$ cat src/hw/rtl/spbp_pkg.sv
`default_nettype none

package spbp_pkg;

    localparam int SPEED_BITS    = 9;
    localparam int PULSE_BITS    = 16;
    localparam int SHIFT_BITS    = 4;
    localparam int STEP_BITS     = 8;
    localparam int MASK_BITS     = 8;
    localparam int CFG_DATA_BITS = 16;
    localparam int CFG_IDX_BITS  = 3;

    typedef enum logic [CFG_IDX_BITS-1:0] {
        REG_PULSE_OFFSET = 3'd0,
        REG_PULSE_SHIFT  = 3'd1,
        REG_DEAD_BAND    = 3'd2,
        REG_CENTER_SPEED = 3'd3,
        REG_FULL_SCALE   = 3'd4,
        REG_PHASE_STEP   = 3'd5,
        REG_RAMP_MASK    = 3'd6
    } reg_idx_t;

    typedef enum logic {
        KIND_TICK  = 1'b0,
        KIND_PULSE = 1'b1
    } item_kind_t;

    typedef struct packed {
        logic [PULSE_BITS-1:0] pulse_offset;
        logic [SHIFT_BITS-1:0] pulse_shift;
        logic [SPEED_BITS-1:0] dead_band;
        logic [SPEED_BITS-1:0] center_speed;
        logic [SPEED_BITS-1:0] full_scale;
        logic [STEP_BITS-1:0]  phase_step;
        logic [MASK_BITS-1:0]  ramp_mask;
    } cfg_t;

    // classified word handed from front to back
    typedef struct packed {
        item_kind_t            kind;
        logic [SPEED_BITS-1:0] target;
        logic                  link_hit;
    } entry_t;

    typedef struct packed {
        logic                  abs_pwm;
        logic                  dir_a;
        logic                  dir_b;
        logic                  idle_pin;
        logic                  linked;
        logic [SPEED_BITS-1:0] speed;
    } result_t;

    localparam logic [PULSE_BITS-1:0] RST_PULSE_OFFSET = 16'd760;
    localparam logic [SHIFT_BITS-1:0] RST_PULSE_SHIFT  = 4'd4;
    localparam logic [SPEED_BITS-1:0] RST_DEAD_BAND    = SPEED_BITS'(33);
    localparam logic [SPEED_BITS-1:0] RST_CENTER_SPEED = SPEED_BITS'(250);
    localparam logic [SPEED_BITS-1:0] RST_FULL_SCALE   = SPEED_BITS'(500);
    localparam logic [STEP_BITS-1:0]  RST_PHASE_STEP   = 8'd4;
    localparam logic [MASK_BITS-1:0]  RST_RAMP_MASK    = 8'd7;

endpackage

`default_nettype wire

$ cat src/hw/rtl/spbp_ifs.sv
`default_nettype none

interface spbp_in_if;
    logic                              valid;
    logic                              ready;
    logic                              cmd;
    logic [spbp_pkg::PULSE_BITS-1:0]   pulse_width;

    modport source (output valid, output cmd, output pulse_width, input ready);
    modport sink   (input valid, input cmd, input pulse_width, output ready);
endinterface

interface spbp_out_if;
    logic                              valid;
    logic                              ready;
    logic                              abs_pwm;
    logic                              dir_a;
    logic                              dir_b;
    logic                              idle_pin;
    logic                              linked;
    logic [spbp_pkg::SPEED_BITS-1:0]   speed;

    modport source (output valid, output abs_pwm, output dir_a, output dir_b,
                    output idle_pin, output linked, output speed, input ready);
    modport sink   (input valid, input abs_pwm, input dir_a, input dir_b,
                    input idle_pin, input linked, input speed, output ready);
endinterface

`default_nettype wire

$ cat src/hw/rtl/spbp_front.sv
`default_nettype none

module spbp_front (
    spbp_in_if.sink                 item,
    input  spbp_pkg::cfg_t          cfg,
    input  logic                    q_ready,
    output logic                    q_push,
    output spbp_pkg::entry_t        q_data
);

    logic [spbp_pkg::PULSE_BITS-1:0]  diff;
    logic signed [spbp_pkg::PULSE_BITS-1:0] val;
    logic signed [spbp_pkg::PULSE_BITS:0]   val_x;
    logic signed [spbp_pkg::PULSE_BITS:0]   db_x;
    logic signed [spbp_pkg::PULSE_BITS:0]   fs_x;

    assign item.ready = q_ready;
    assign q_push     = item.valid && q_ready;

    // 16-bit wrap, arithmetic shift
    assign diff  = item.pulse_width - cfg.pulse_offset;
    assign val   = $signed(diff) >>> cfg.pulse_shift;
    assign val_x = {val[spbp_pkg::PULSE_BITS-1], val};
    assign db_x  = $signed((spbp_pkg::PULSE_BITS+1)'(cfg.dead_band));
    assign fs_x  = $signed((spbp_pkg::PULSE_BITS+1)'(cfg.full_scale));

    always_comb
    begin
        q_data.kind     = item.cmd ? spbp_pkg::KIND_PULSE : spbp_pkg::KIND_TICK;
        q_data.link_hit = (val_x > db_x) && (val_x < fs_x);
        if (val_x < 0)
        begin
            q_data.target = '0;
        end
        else if (val_x > fs_x)
        begin
            q_data.target = cfg.full_scale;
        end
        else
        begin
            q_data.target = val[spbp_pkg::SPEED_BITS-1:0];
        end
    end

endmodule

`default_nettype wire

$ cat src/hw/rtl/spbp_queue.sv
`default_nettype none

module spbp_queue (
    input  logic                clk,
    input  logic                rst_n,
    input  logic                push,
    input  spbp_pkg::entry_t    push_data,
    output logic                push_ready,
    input  logic                pop,
    output logic                pop_valid,
    output spbp_pkg::entry_t    pop_data
);

    spbp_pkg::entry_t mem [2];
    logic       wr_ptr_reg;
    logic       rd_ptr_reg;
    logic [1:0] count_reg;
    logic [1:0] count_next;

    assign push_ready = (count_reg != 2'd2);
    assign pop_valid  = (count_reg != 2'd0);
    assign pop_data   = mem[rd_ptr_reg];

    always_comb
    begin
        count_next = count_reg;
        if (push && !pop)
        begin
            count_next = count_reg + 2'd1;
        end
        else if (pop && !push)
        begin
            count_next = count_reg - 2'd1;
        end
    end

    always_ff @(posedge clk)
    begin
        if (push)
        begin
            mem[wr_ptr_reg] <= push_data;
        end
    end

    always_ff @(posedge clk or negedge rst_n)
    begin
        if (!rst_n)
        begin
            wr_ptr_reg <= 1'b0;
            rd_ptr_reg <= 1'b0;
            count_reg  <= 2'd0;
        end
        else
        begin
            if (push)
            begin
                wr_ptr_reg <= ~wr_ptr_reg;
            end
            if (pop)
            begin
                rd_ptr_reg <= ~rd_ptr_reg;
            end
            count_reg <= count_next;
        end
    end

endmodule

`default_nettype wire

$ cat src/hw/rtl/spbp_back.sv
`default_nettype none

module spbp_back (
    input  logic                clk,
    input  logic                rst_n,
    input  spbp_pkg::cfg_t      cfg,
    input  logic                q_valid,
    input  spbp_pkg::entry_t    q_data,
    output logic                q_pop,
    spbp_out_if.source          result
);

    localparam int SB = spbp_pkg::SPEED_BITS;

    logic [SB-1:0] cur_reg,    cur_next;
    logic [SB-1:0] target_reg, target_next;
    logic [SB-1:0] phase_reg,  phase_next;
    logic          link_reg,   link_next;
    logic          abs_reg,    abs_next;
    logic          rev_reg,    rev_next;
    logic          fwd_reg,    fwd_next;
    logic          idle_reg,   idle_next;
    logic          ovalid_reg;
    spbp_pkg::result_t res_reg;

    logic [SB-1:0] spd;
    logic [SB-1:0] spd_dev;
    logic [SB:0]   sr;
    logic [SB:0]   abs_lim;
    logic [SB+1:0] idle_lim;
    logic [SB:0]   phase_sum;

    assign q_pop = q_valid && (!ovalid_reg || result.ready);

    // tick datapath
    always_comb
    begin
        spd = cur_reg;
        if ((cur_reg != target_reg) &&
            ((phase_reg[spbp_pkg::MASK_BITS-1:0] & cfg.ramp_mask) == '0))
        begin
            spd = (target_reg > cur_reg) ? cur_reg + 1'b1 : cur_reg - 1'b1;
        end
        spd_dev   = (spd >= cfg.center_speed) ? spd - cfg.center_speed
                                              : cfg.center_speed - spd;
        sr        = {spd_dev, 1'b0};
        abs_lim   = {1'b0, spd} + {1'b0, cfg.dead_band};
        idle_lim  = {1'b0, sr} + (SB+2)'(cfg.dead_band);
        phase_sum = {1'b0, phase_reg} + (SB+1)'(cfg.phase_step);
    end

    always_comb
    begin
        cur_next    = cur_reg;
        target_next = target_reg;
        phase_next  = phase_reg;
        link_next   = link_reg;
        abs_next    = abs_reg;
        rev_next    = rev_reg;
        fwd_next    = fwd_reg;
        idle_next   = idle_reg;
        if (q_pop)
        begin
            if (q_data.kind == spbp_pkg::KIND_PULSE)
            begin
                target_next = q_data.target;
                if (q_data.link_hit)
                begin
                    link_next = 1'b1;
                end
            end
            else if (link_reg)
            begin
                cur_next = spd;
                if (phase_reg == '0)
                begin
                    if (sr > (SB+1)'(cfg.dead_band))
                    begin
                        idle_next = 1'b0;
                        fwd_next  = (spd >= cfg.center_speed);
                        rev_next  = (spd <  cfg.center_speed);
                    end
                    if (spd > cfg.dead_band)
                    begin
                        idle_next = 1'b0;
                        abs_next  = 1'b1;
                    end
                end
                if ((SB+1)'(phase_reg) >= abs_lim)
                begin
                    abs_next = 1'b0;
                end
                if ((SB+2)'(phase_reg) >= idle_lim)
                begin
                    idle_next = 1'b1;
                    rev_next  = 1'b0;
                    fwd_next  = 1'b0;
                end
                if (phase_sum >= (SB+1)'(cfg.full_scale))
                begin
                    phase_next = '0;
                end
                else
                begin
                    phase_next = phase_sum[SB-1:0];
                end
            end
        end
    end

    always_ff @(posedge clk or negedge rst_n)
    begin
        if (!rst_n)
        begin
            cur_reg    <= '0;
            target_reg <= '0;
            phase_reg  <= '0;
            link_reg   <= 1'b0;
            abs_reg    <= 1'b0;
            rev_reg    <= 1'b0;
            fwd_reg    <= 1'b0;
            idle_reg   <= 1'b1;
            ovalid_reg <= 1'b0;
        end
        else
        begin
            cur_reg    <= cur_next;
            target_reg <= target_next;
            phase_reg  <= phase_next;
            link_reg   <= link_next;
            abs_reg    <= abs_next;
            rev_reg    <= rev_next;
            fwd_reg    <= fwd_next;
            idle_reg   <= idle_next;
            if (q_pop)
            begin
                ovalid_reg <= 1'b1;
            end
            else if (result.ready)
            begin
                ovalid_reg <= 1'b0;
            end
        end
    end

    // output word, state after the item
    always_ff @(posedge clk)
    begin
        if (q_pop)
        begin
            res_reg.abs_pwm  <= abs_next;
            res_reg.dir_a    <= rev_next;
            res_reg.dir_b    <= fwd_next;
            res_reg.idle_pin <= idle_next;
            res_reg.linked   <= link_next;
            res_reg.speed    <= cur_next;
        end
    end

    assign result.valid    = ovalid_reg;
    assign result.abs_pwm  = res_reg.abs_pwm;
    assign result.dir_a    = res_reg.dir_a;
    assign result.dir_b    = res_reg.dir_b;
    assign result.idle_pin = res_reg.idle_pin;
    assign result.linked   = res_reg.linked;
    assign result.speed    = res_reg.speed;

endmodule

`default_nettype wire

$ cat src/hw/rtl/servo_pulse_to_bidir_pwm.sv
// Channel   Dir  Handshake     Payload
// item      in   valid/ready   cmd, pulse_width
// result    out  valid/ready   abs_pwm, dir_a, dir_b, idle_pin, linked, speed
// cfg       in   cfg_we        cfg_index, cfg_wdata
//
// One word per cycle sustained while result is ready; every word taken yields
// one result word (front decode into a 2-entry queue, back state update into
// the output register). The back end retires one queue entry per cycle unless stalled.
// Reset loads register defaults, clears speed/phase/link, drives idle high.
// A stalled result holds the back end; the queue holds up to two words.
`default_nettype none

module servo_pulse_to_bidir_pwm (
    input  logic                                   clk,
    input  logic                                   rst_n,
    spbp_in_if.sink                                item,
    spbp_out_if.source                             result,
    input  logic                                   cfg_we,
    input  logic [spbp_pkg::CFG_IDX_BITS-1:0]      cfg_index,
    input  logic [spbp_pkg::CFG_DATA_BITS-1:0]     cfg_wdata
);

    spbp_pkg::cfg_t   cfg_reg;
    logic             q_push;
    logic             q_ready;
    logic             q_pop;
    logic             q_valid;
    spbp_pkg::entry_t q_in;
    spbp_pkg::entry_t q_out;

    always_ff @(posedge clk or negedge rst_n)
    begin
        if (!rst_n)
        begin
            cfg_reg.pulse_offset <= spbp_pkg::RST_PULSE_OFFSET;
            cfg_reg.pulse_shift  <= spbp_pkg::RST_PULSE_SHIFT;
            cfg_reg.dead_band    <= spbp_pkg::RST_DEAD_BAND;
            cfg_reg.center_speed <= spbp_pkg::RST_CENTER_SPEED;
            cfg_reg.full_scale   <= spbp_pkg::RST_FULL_SCALE;
            cfg_reg.phase_step   <= spbp_pkg::RST_PHASE_STEP;
            cfg_reg.ramp_mask    <= spbp_pkg::RST_RAMP_MASK;
        end
        else if (cfg_we)
        begin
            case (spbp_pkg::reg_idx_t'(cfg_index))
                spbp_pkg::REG_PULSE_OFFSET:
                    cfg_reg.pulse_offset <= cfg_wdata[spbp_pkg::PULSE_BITS-1:0];
                spbp_pkg::REG_PULSE_SHIFT:
                    cfg_reg.pulse_shift  <= cfg_wdata[spbp_pkg::SHIFT_BITS-1:0];
                spbp_pkg::REG_DEAD_BAND:
                    cfg_reg.dead_band    <= cfg_wdata[spbp_pkg::SPEED_BITS-1:0];
                spbp_pkg::REG_CENTER_SPEED:
                    cfg_reg.center_speed <= cfg_wdata[spbp_pkg::SPEED_BITS-1:0];
                spbp_pkg::REG_FULL_SCALE:
                    cfg_reg.full_scale   <= cfg_wdata[spbp_pkg::SPEED_BITS-1:0];
                spbp_pkg::REG_PHASE_STEP:
                    cfg_reg.phase_step   <= cfg_wdata[spbp_pkg::STEP_BITS-1:0];
                spbp_pkg::REG_RAMP_MASK:
                    cfg_reg.ramp_mask    <= cfg_wdata[spbp_pkg::MASK_BITS-1:0];
                default:
                    cfg_reg <= cfg_reg;
            endcase
        end
    end

    spbp_front u_front (
        .item    (item),
        .cfg     (cfg_reg),
        .q_ready (q_ready),
        .q_push  (q_push),
        .q_data  (q_in)
    );

    spbp_queue u_queue (
        .clk        (clk),
        .rst_n      (rst_n),
        .push       (q_push),
        .push_data  (q_in),
        .push_ready (q_ready),
        .pop        (q_pop),
        .pop_valid  (q_valid),
        .pop_data   (q_out)
    );

    spbp_back u_back (
        .clk     (clk),
        .rst_n   (rst_n),
        .cfg     (cfg_reg),
        .q_valid (q_valid),
        .q_data  (q_out),
        .q_pop   (q_pop),
        .result  (result)
    );

endmodule

`default_nettype wire

$ cat src/flat_wrapper.sv
// flat-port wrapper written by rule: the top's interface ports become plain ports
module servo_pulse_to_bidir_pwm_flat 
  (clk, rst_n, cfg_we, cfg_index, cfg_wdata, item_valid, item_cmd, item_pulse_width, item_ready, result_valid, result_abs_pwm, result_dir_a, result_dir_b, result_idle_pin, result_linked, result_speed, result_ready);
  spbp_in_if item_i ();
  spbp_out_if result_i ();
  input  logic clk;
  input  logic rst_n;
  input  logic cfg_we;
  input  logic [spbp_pkg::CFG_IDX_BITS-1:0] cfg_index;
  input  logic [spbp_pkg::CFG_DATA_BITS-1:0] cfg_wdata;
  input wire logic [$bits(item_i.valid)-1:0] item_valid;
  input wire logic [$bits(item_i.cmd)-1:0] item_cmd;
  input wire logic [$bits(item_i.pulse_width)-1:0] item_pulse_width;
  output wire logic [$bits(item_i.ready)-1:0] item_ready;
  output wire logic [$bits(result_i.valid)-1:0] result_valid;
  output wire logic [$bits(result_i.abs_pwm)-1:0] result_abs_pwm;
  output wire logic [$bits(result_i.dir_a)-1:0] result_dir_a;
  output wire logic [$bits(result_i.dir_b)-1:0] result_dir_b;
  output wire logic [$bits(result_i.idle_pin)-1:0] result_idle_pin;
  output wire logic [$bits(result_i.linked)-1:0] result_linked;
  output wire logic [$bits(result_i.speed)-1:0] result_speed;
  input wire logic [$bits(result_i.ready)-1:0] result_ready;
  assign item_i.valid = item_valid;
  assign item_i.cmd = item_cmd;
  assign item_i.pulse_width = item_pulse_width;
  assign item_ready = item_i.ready;
  assign result_valid = result_i.valid;
  assign result_abs_pwm = result_i.abs_pwm;
  assign result_dir_a = result_i.dir_a;
  assign result_dir_b = result_i.dir_b;
  assign result_idle_pin = result_i.idle_pin;
  assign result_linked = result_i.linked;
  assign result_speed = result_i.speed;
  assign result_i.ready = result_ready;
  servo_pulse_to_bidir_pwm u_core (.clk(clk), .rst_n(rst_n), .item(item_i), .result(result_i), .cfg_we(cfg_we), .cfg_index(cfg_index), .cfg_wdata(cfg_wdata));
endmodule
$ cat config.mk
export PLATFORM = sky130hd
export DESIGN_NAME = servo_pulse_to_bidir_pwm_flat
export DESIGN_NICKNAME = d
export VERILOG_FILES = /design/src/hw/rtl/spbp_pkg.sv /design/src/hw/rtl/spbp_ifs.sv /design/src/hw/rtl/spbp_front.sv /design/src/hw/rtl/spbp_queue.sv /design/src/hw/rtl/spbp_back.sv /design/src/hw/rtl/servo_pulse_to_bidir_pwm.sv /design/src/flat_wrapper.sv
export SDC_FILE = /design/constraint.sdc
export NUM_CORES = 1
export LEC_CHECK = 0
export ABC_CLOCK_PERIOD_IN_PS = 20200
export BUFFER_PORTS_ARGS = -buffer_cell sky130_fd_sc_hd__buf_2
export CAP_MARGIN = 20
export CORE_MARGIN = 2
export CORE_UTILIZATION = 40
export DETAILED_ROUTE_END_ITERATION = 16
export SETUP_SLACK_MARGIN = 0.3
export SLEW_MARGIN = 20
export SYNTH_ARGS = -nofsm -noshare
export SYNTH_HDL_FRONTEND = slang
export SYNTH_SLANG_ARGS = --single-unit
$ cat constraint.sdc
create_clock -name clk -period 20.2 [get_ports clk]
set_input_delay 2.02 -clock clk [delete_from_list [all_inputs] [get_ports clk]]
set_output_delay 2.02 -clock clk [all_outputs]
set_load 0.1 [all_outputs]
# Word level (Yosys, flattened, before mapping)
# Memories as Yosys holds them, arrays and structs flattened.
# Index checks and enable logic that the tools add are counted.
dict set report word_totals {
  output_inout_bits 16
  memories 1
  input_bits 41
  elab_cells 130
  ramBits 22
  reg_bits 114
}
# memory depth width rd rd_clocked_by_memory_dff wr line
set mem_list {}
lappend mem_list {u_core.u_queue.mem 2 11 1 0 1 spbp_queue.sv:14} ;# spbp_pkg::entry_t mem [2];
dict set report classes {
  reduce_logical 25
  n_eq_ne 8
  muxes 44
  n_addsub 10
  order_cmp 12
  n_bitwise 4
  n_shift 1
}
# cell n
set ops {}
lappend ops {{two-way mux 9 bit} 9}
lappend ops {{two-way mux 1 bit} 33}
lappend ops {{> comparator 16 x 10 -> 1 bit} 2}
lappend ops {{> comparator 9 bit} 2}
lappend ops {{subtractor 9 bit} 2}
lappend ops {{< comparator 16 x 1 -> 1 bit, second input constant} 1}
lappend ops {{< comparator 16 x 10 -> 1 bit} 1}
lappend ops {{AND reduction 2 bit} 8}
lappend ops {{>>> shifter 16 x 4 -> 16 bit} 1}
lappend ops {{subtractor 16 bit} 1}
lappend ops {{adder 10 x 9 -> 11 bit} 1}
lappend ops {{greater-or-equal comparator 9 x 11 -> 1 bit} 1}
lappend ops {{adder 9 x 8 -> 10 bit} 1}
lappend ops {{adder 9 x 9 -> 10 bit} 1}
lappend ops {{greater-or-equal comparator 10 x 9 -> 1 bit} 1}
lappend ops {{greater-or-equal comparator 9 x 10 -> 1 bit} 1}
lappend ops {{> comparator 10 x 9 -> 1 bit} 1}
lappend ops {{adder 9 x 1 -> 9 bit, second input constant} 1}
lappend ops {{equality test 3 bit, second input constant} 3}
lappend ops {{greater-or-equal comparator 9 bit} 1}
lappend ops {{zero test 9 bit} 1}
lappend ops {{< comparator 9 bit} 1}
lappend ops {{!= test 9 bit} 1}
lappend ops {{subtractor 9 x 1 -> 9 bit, second input constant} 1}
lappend ops {{15 further kinds} 28}

# Logic depth before layout (Yosys ltp)
dict set report depth {
  depth_word 14
  mapped_depth 41
}

# Cells and area by module
# A second synthesis with hierarchy kept.
dict set report hier_totals {
  cells_unflattened 1076
  area_unflattened_um2 10945.5
}
# mod cells_per_inst n_inst area_per_inst_um2 seq_area_each_um2
set modules_own_cells {}
lappend modules_own_cells {spbp_back 551 1 5116.2 1247.4}
lappend modules_own_cells {servo_pulse_to_bidir_pwm 140 1 2488.6 1607.8}
lappend modules_own_cells {spbp_front 335 1 2322.2 0.0}
lappend modules_own_cells {spbp_queue 50 1 1018.5 760.7}

# Least setup slack after synthesis
# OpenSTA, ideal clock, no wires.
dict set report synth_timing {
  path_kind {register to register}
  start {register u_core.u_back.cur_reg[1]}
  end {register, netlist name u_core.u_back.result.dir_a}
  stages_incl_launch_ff 40
  period_less_slack_ps 7515
  arrival_time_ps 7245
  setup_ps 270
  required_ps 19930
  setup_slack_ps 12685
  cell_sequence {dfrtp_1 inv_1 ha_1 nor2b_1 o21a_1 o21ai_0 a21oi_1 o31a_1 o21ai_0 a21oi_1 inv_1 ha_1 a21o_1 a21oi_1 o21ai_0 a21oi_1 xnor2_1 nand2_1 [... 4 more ...] nor2_1 a21oi_2 o41ai_4 mux2_2 o21ai_0 a21oi_1 xnor2_1 ha_1 clkbuf_1 inv_1 a21oi_1 o31ai_1 xor2_1 ha_1 o21ai_0 a211o_1 a221o_1 a21boi_0}
}
dict set report synth_between {
  elab_chain_len 12
}
# item line
set synth_lines {}
lappend synth_lines {{start: declaration} spbp_back.sv:15} ;# logic [SB-1:0] cur_reg, cur_next;
lappend synth_lines {{start signal: assignment} spbp_back.sv:127} ;# cur_reg <= cur_next;
lappend synth_lines {{subtractor 9 x 1 -> 9 bit (tied with other cells)} spbp_back.sv:42} ;# spd = (target_reg > cur_reg) ? cur_reg + 1'b1 : cur_reg - 1'b1;
lappend synth_lines {{two-way mux 9 bit / logical AND 1 bit (equally long branches)} {spbp_back.sv:42, spbp_back.sv:39}}
lappend synth_lines {{two-way mux 9 bit (*)} spbp_back.sv:39} ;# if ((cur_reg != target_reg) &&
lappend synth_lines {{parallel branches: the longest is 5 deep, another holds adder 10 x 9 -> 11 bit} --}
lappend synth_lines {{two-way mux 1 bit (*)} spbp_back.sv:93} ;# if ((SB+2)'(phase_reg) >= idle_lim)
lappend synth_lines {{two-way mux 1 bit (*)} spbp_back.sv:72} ;# else if (link_reg)
lappend synth_lines {{two-way mux 1 bit (*)} spbp_back.sv:64} ;# if (q_data.kind == spbp_pkg::KIND_PULSE)
lappend synth_lines {{two-way mux 1 bit (*)} spbp_back.sv:62} ;# if (q_pop)
lappend synth_lines {{named net u_core.u_back.rev_next} spbp_back.sv:20} ;# logic rev_reg, rev_next;
# Mark *: on every way through the listed nets, which the timed path passes.
# A chain may end at the register's enable or synchronous reset.

# Final worst setup path
dict set report layout_timing {
  start {register u_core.u_back.cur_reg[1]}
  end {register, netlist name u_core.u_back.result.dir_a}
}
dict set report layout_between {
  elab_chain_len 12
}
# item line
set layout_lines {}
lappend layout_lines {{subtractor 9 x 1 -> 9 bit (tied with other cells)} spbp_back.sv:42}
lappend layout_lines {{two-way mux 9 bit / logical AND 1 bit (equally long branches)} {spbp_back.sv:42, spbp_back.sv:39}}
lappend layout_lines {{two-way mux 9 bit (*)} spbp_back.sv:39}
lappend layout_lines {{parallel branches: the longest is 5 deep, another holds adder 10 x 9 -> 11 bit} --}
lappend layout_lines {{two-way mux 1 bit (*)} spbp_back.sv:93}
lappend layout_lines {{two-way mux 1 bit (*)} spbp_back.sv:72}
lappend layout_lines {{two-way mux 1 bit (*)} spbp_back.sv:64}
lappend layout_lines {{two-way mux 1 bit (*)} spbp_back.sv:62}
lappend layout_lines {{named net u_core.u_back.rev_next} spbp_back.sv:20}
# Marks and branches as above.

==> reports/qor.csv <==
metric,value,unit
M2 GR Usage,31.7,%
synth warn,0,
routability congestion estimate,0.893,
final WL,25800,microns
"Core Util, Final",45.3,%
antenna violations before repair,0,
Achievable Freq,0.117,GHz
number of synthesized register bits,136,
measured slew at the worst slew-check pin,0.937,ns
critical path depth,40,
Total GRT Usage,19.2,%
routed len/inst,17.1,microns
syn nets,1302,
Vias/cell,5.28,
"EDFF count, synth",36,
crit path buf inv count,3,
chip width,166,microns
CP peak stage delay,0.66,ns
design area,11700,sq um
remaining antenna violation count,0,
vias in the first global route,8061,
vias,7996,
Slew Limit Fails,0,
Mapped Cells,1113,
"slowest stage cell, crit path",o41ai_4,
CP startpoint,u_core.u_back.cur_reg[1],
final hold slack,0.486,ns
R2R depth,40,
Crit path top cell by count,o21ai_0,
Area growth syn-to-layout,11.5,%
max reg flops,63,
Fin. Hold Viols,0,
crit start category,flop,
part of the cycle the worst path needs,42.2,%
minimum period implied by the final worst setup slack,8.52,ns
router iterations before antenna repair,5,
proportion of layout cells with a drive suffix above 1,16.1,%
Critical Path Sink Type,flop,
met3 Usage GRT,3.41,%
Layout fillers,2454,
beginning of the worst hold path,u_core.u_queue.wr_ptr_reg,
status,finished clean,
relative slew slack,37.3,%
Die Area,27600,sq um
remaining global-route overflow,0,
Initial Util,40.6,%
most frequent cells in the layout,"ha_1, inv_1, o21ai_0",
core area,25900,sq um
"commonest non-fill, non-tap cell in the layout",ha_1,
hold_buf cts,0,
Max Cap Viol,0,
TNS Setup,0,ns
clk slew on worst S/H paths,0.06,ns
CTS Buf Count,17,
Row Count,59,
first-pass GRT wire length,42400,microns
TritonCTS clock tree,done,
Yosys top cell area share,17.6,%
nets,1354,
I/O pins,57,
final-report setup violation count,0,
initial drt markers,419,
Worst EP required,20.35,ns
CTS root buf,clkbuf_16,
"top cells by area, synth","dfrtp_1, ha_1, edfxtp_1, dfstp_2, o21ai_0",
skew final,0.0154,ns
DRC viols,0,
largest net degree at the start of global routing,69,
Crit Path Max Fanout,10,
Netlist cell types,82,
RSZ-0062 raised after global routing,no,
Synth area leader,dfrtp_1,
post-CTS sizing,0,
clock buffer depth,2,
r2r setup slk,11.68,ns
register area share after synthesis,34.4,%
asr flop ratio synth,73.5,%
Antenna Cells,0,
crit path capture,u_core.u_back.result.dir_a,
Die Height,166,microns
GR peak layer,met2,
clk sink count,136,
DP Area,11100,sq um
syn avg cell area,9.46,sq um
RR Endpoint,u_core.u_back.result.dir_a,
Worst path top cell family by delay,compound AO/OA/AOI/OAI gates,
worst path arrival time,8.68,ns
H-tree levels,4,
ys flop type,dfrtp_1,
crit path kind,flop to flop,
Mapped Area,10500,sq um
M1 GR Usage,25.6,%
Post-CTS Repair Setup Buffers,0,
worst reg2reg path startpoint,u_core.u_back.cur_reg[1],
post-detail-place hpwl,20000,microns
clk_lat worst skew,0.44,ns
Port Buffers,56,
Hold Path Class,flop to flop,
==> per-stage QoR <==
step                      instances  setup WS [ns]
after detailed placement       1481          11.74
after global routing           1513          11.00
after global placement         1481          11.93
final                          1513          11.68
after CTS                      1513          11.68
after floorplan                1113          12.69
==> logic make-up after synthesis <==
| kind of cell | share of synthesized area, % |
|---|---|
| flip-flops | 34.4 |
| XOR/XNOR | 4.33 |
| buffers and inverters | 4.93 |
| AO/OA/AOI/OAI | 19.7 |
| multiplexers | 6.49 |
| AND/OR/NAND/NOR | 12.1 |
| adder cells (fa/ha/maj) | 18.1 |
==> final cells by class <==
| cell class | instances | area (sq um) | area share (%) |
|---|---|---|---|
| inverters | 102 | 383 | 3.26 |
| clock inverters | 15 | 164 | 1.40 |
| flip-flops and latches | 136 | 3620 | 30.8 |
| clock buffers | 17 | 425 | 3.62 |
| multi-input cells | 845 | 6400 | 54.5 |
| repair buffers | 63 | 335 | 2.86 |
| well taps | 335 | 419 | 3.57 |
==> worst min-delay path by stage <==
stage / endpoint / slack [ns] / depth (start not counted)
finish: u_core.u_queue.wr_ptr_reg / 0.49 / 1
global route: u_core.u_queue.wr_ptr_reg / 0.51 / 1
CTS: u_core.u_queue.wr_ptr_reg / 0.49 / 1
detailed placement: u_core.u_queue.wr_ptr_reg / 0.48 / 1
global placement: u_core.u_back.link_reg / 0.47 / 1
floorplan: u_core.u_back.link_reg / 0.44 / 1
==> cell usage after synthesis, types with 3 or more instances <==
master / instances
or2_2: 3
a22oi_1: 4
and3_1: 5
o211a_1: 3
nor2_1: 74
nor2b_1: 15
o21ai_1: 7
nand4b_1: 3
mux4_2: 3
edfxtp_1: 36
nand4_1: 10
a211oi_1: 6
nand2_1: 87
inv_1: 102
mux2_2: 36
clkbuf_1: 21
mux2i_1: 21
dfstp_2: 26
a221o_1: 3
a21o_1: 17
xnor2_1: 42
xor2_1: 10
nand2b_1: 18
o21bai_1: 12
nor3b_1: 3
a22o_1: 9
nand3_1: 18
o31ai_1: 4
a21boi_0: 3
o22ai_1: 5
dfrtp_1: 74
buf_2: 4
a21oi_1: 82
o21ai_2: 4
ha_1: 141
fa_1: 7
and2_1: 7
o211ai_1: 3
o21ai_0: 96
o21a_1: 13
nor3_1: 20
==> routing by layer <==
| layer | part of all wire [%] | wire length, microns |
|---|---|---|
| met1 | 47 | 12100 |
| met2 | 47 | 12100 |
| met3 | 3.5 | 916 |
| met4 | 2.5 | 643 |
| met5 | 0 | 0 |
Power is not shown: default switching activity piles up to over one toggle a cycle in this logic, so the estimate is an artifact.
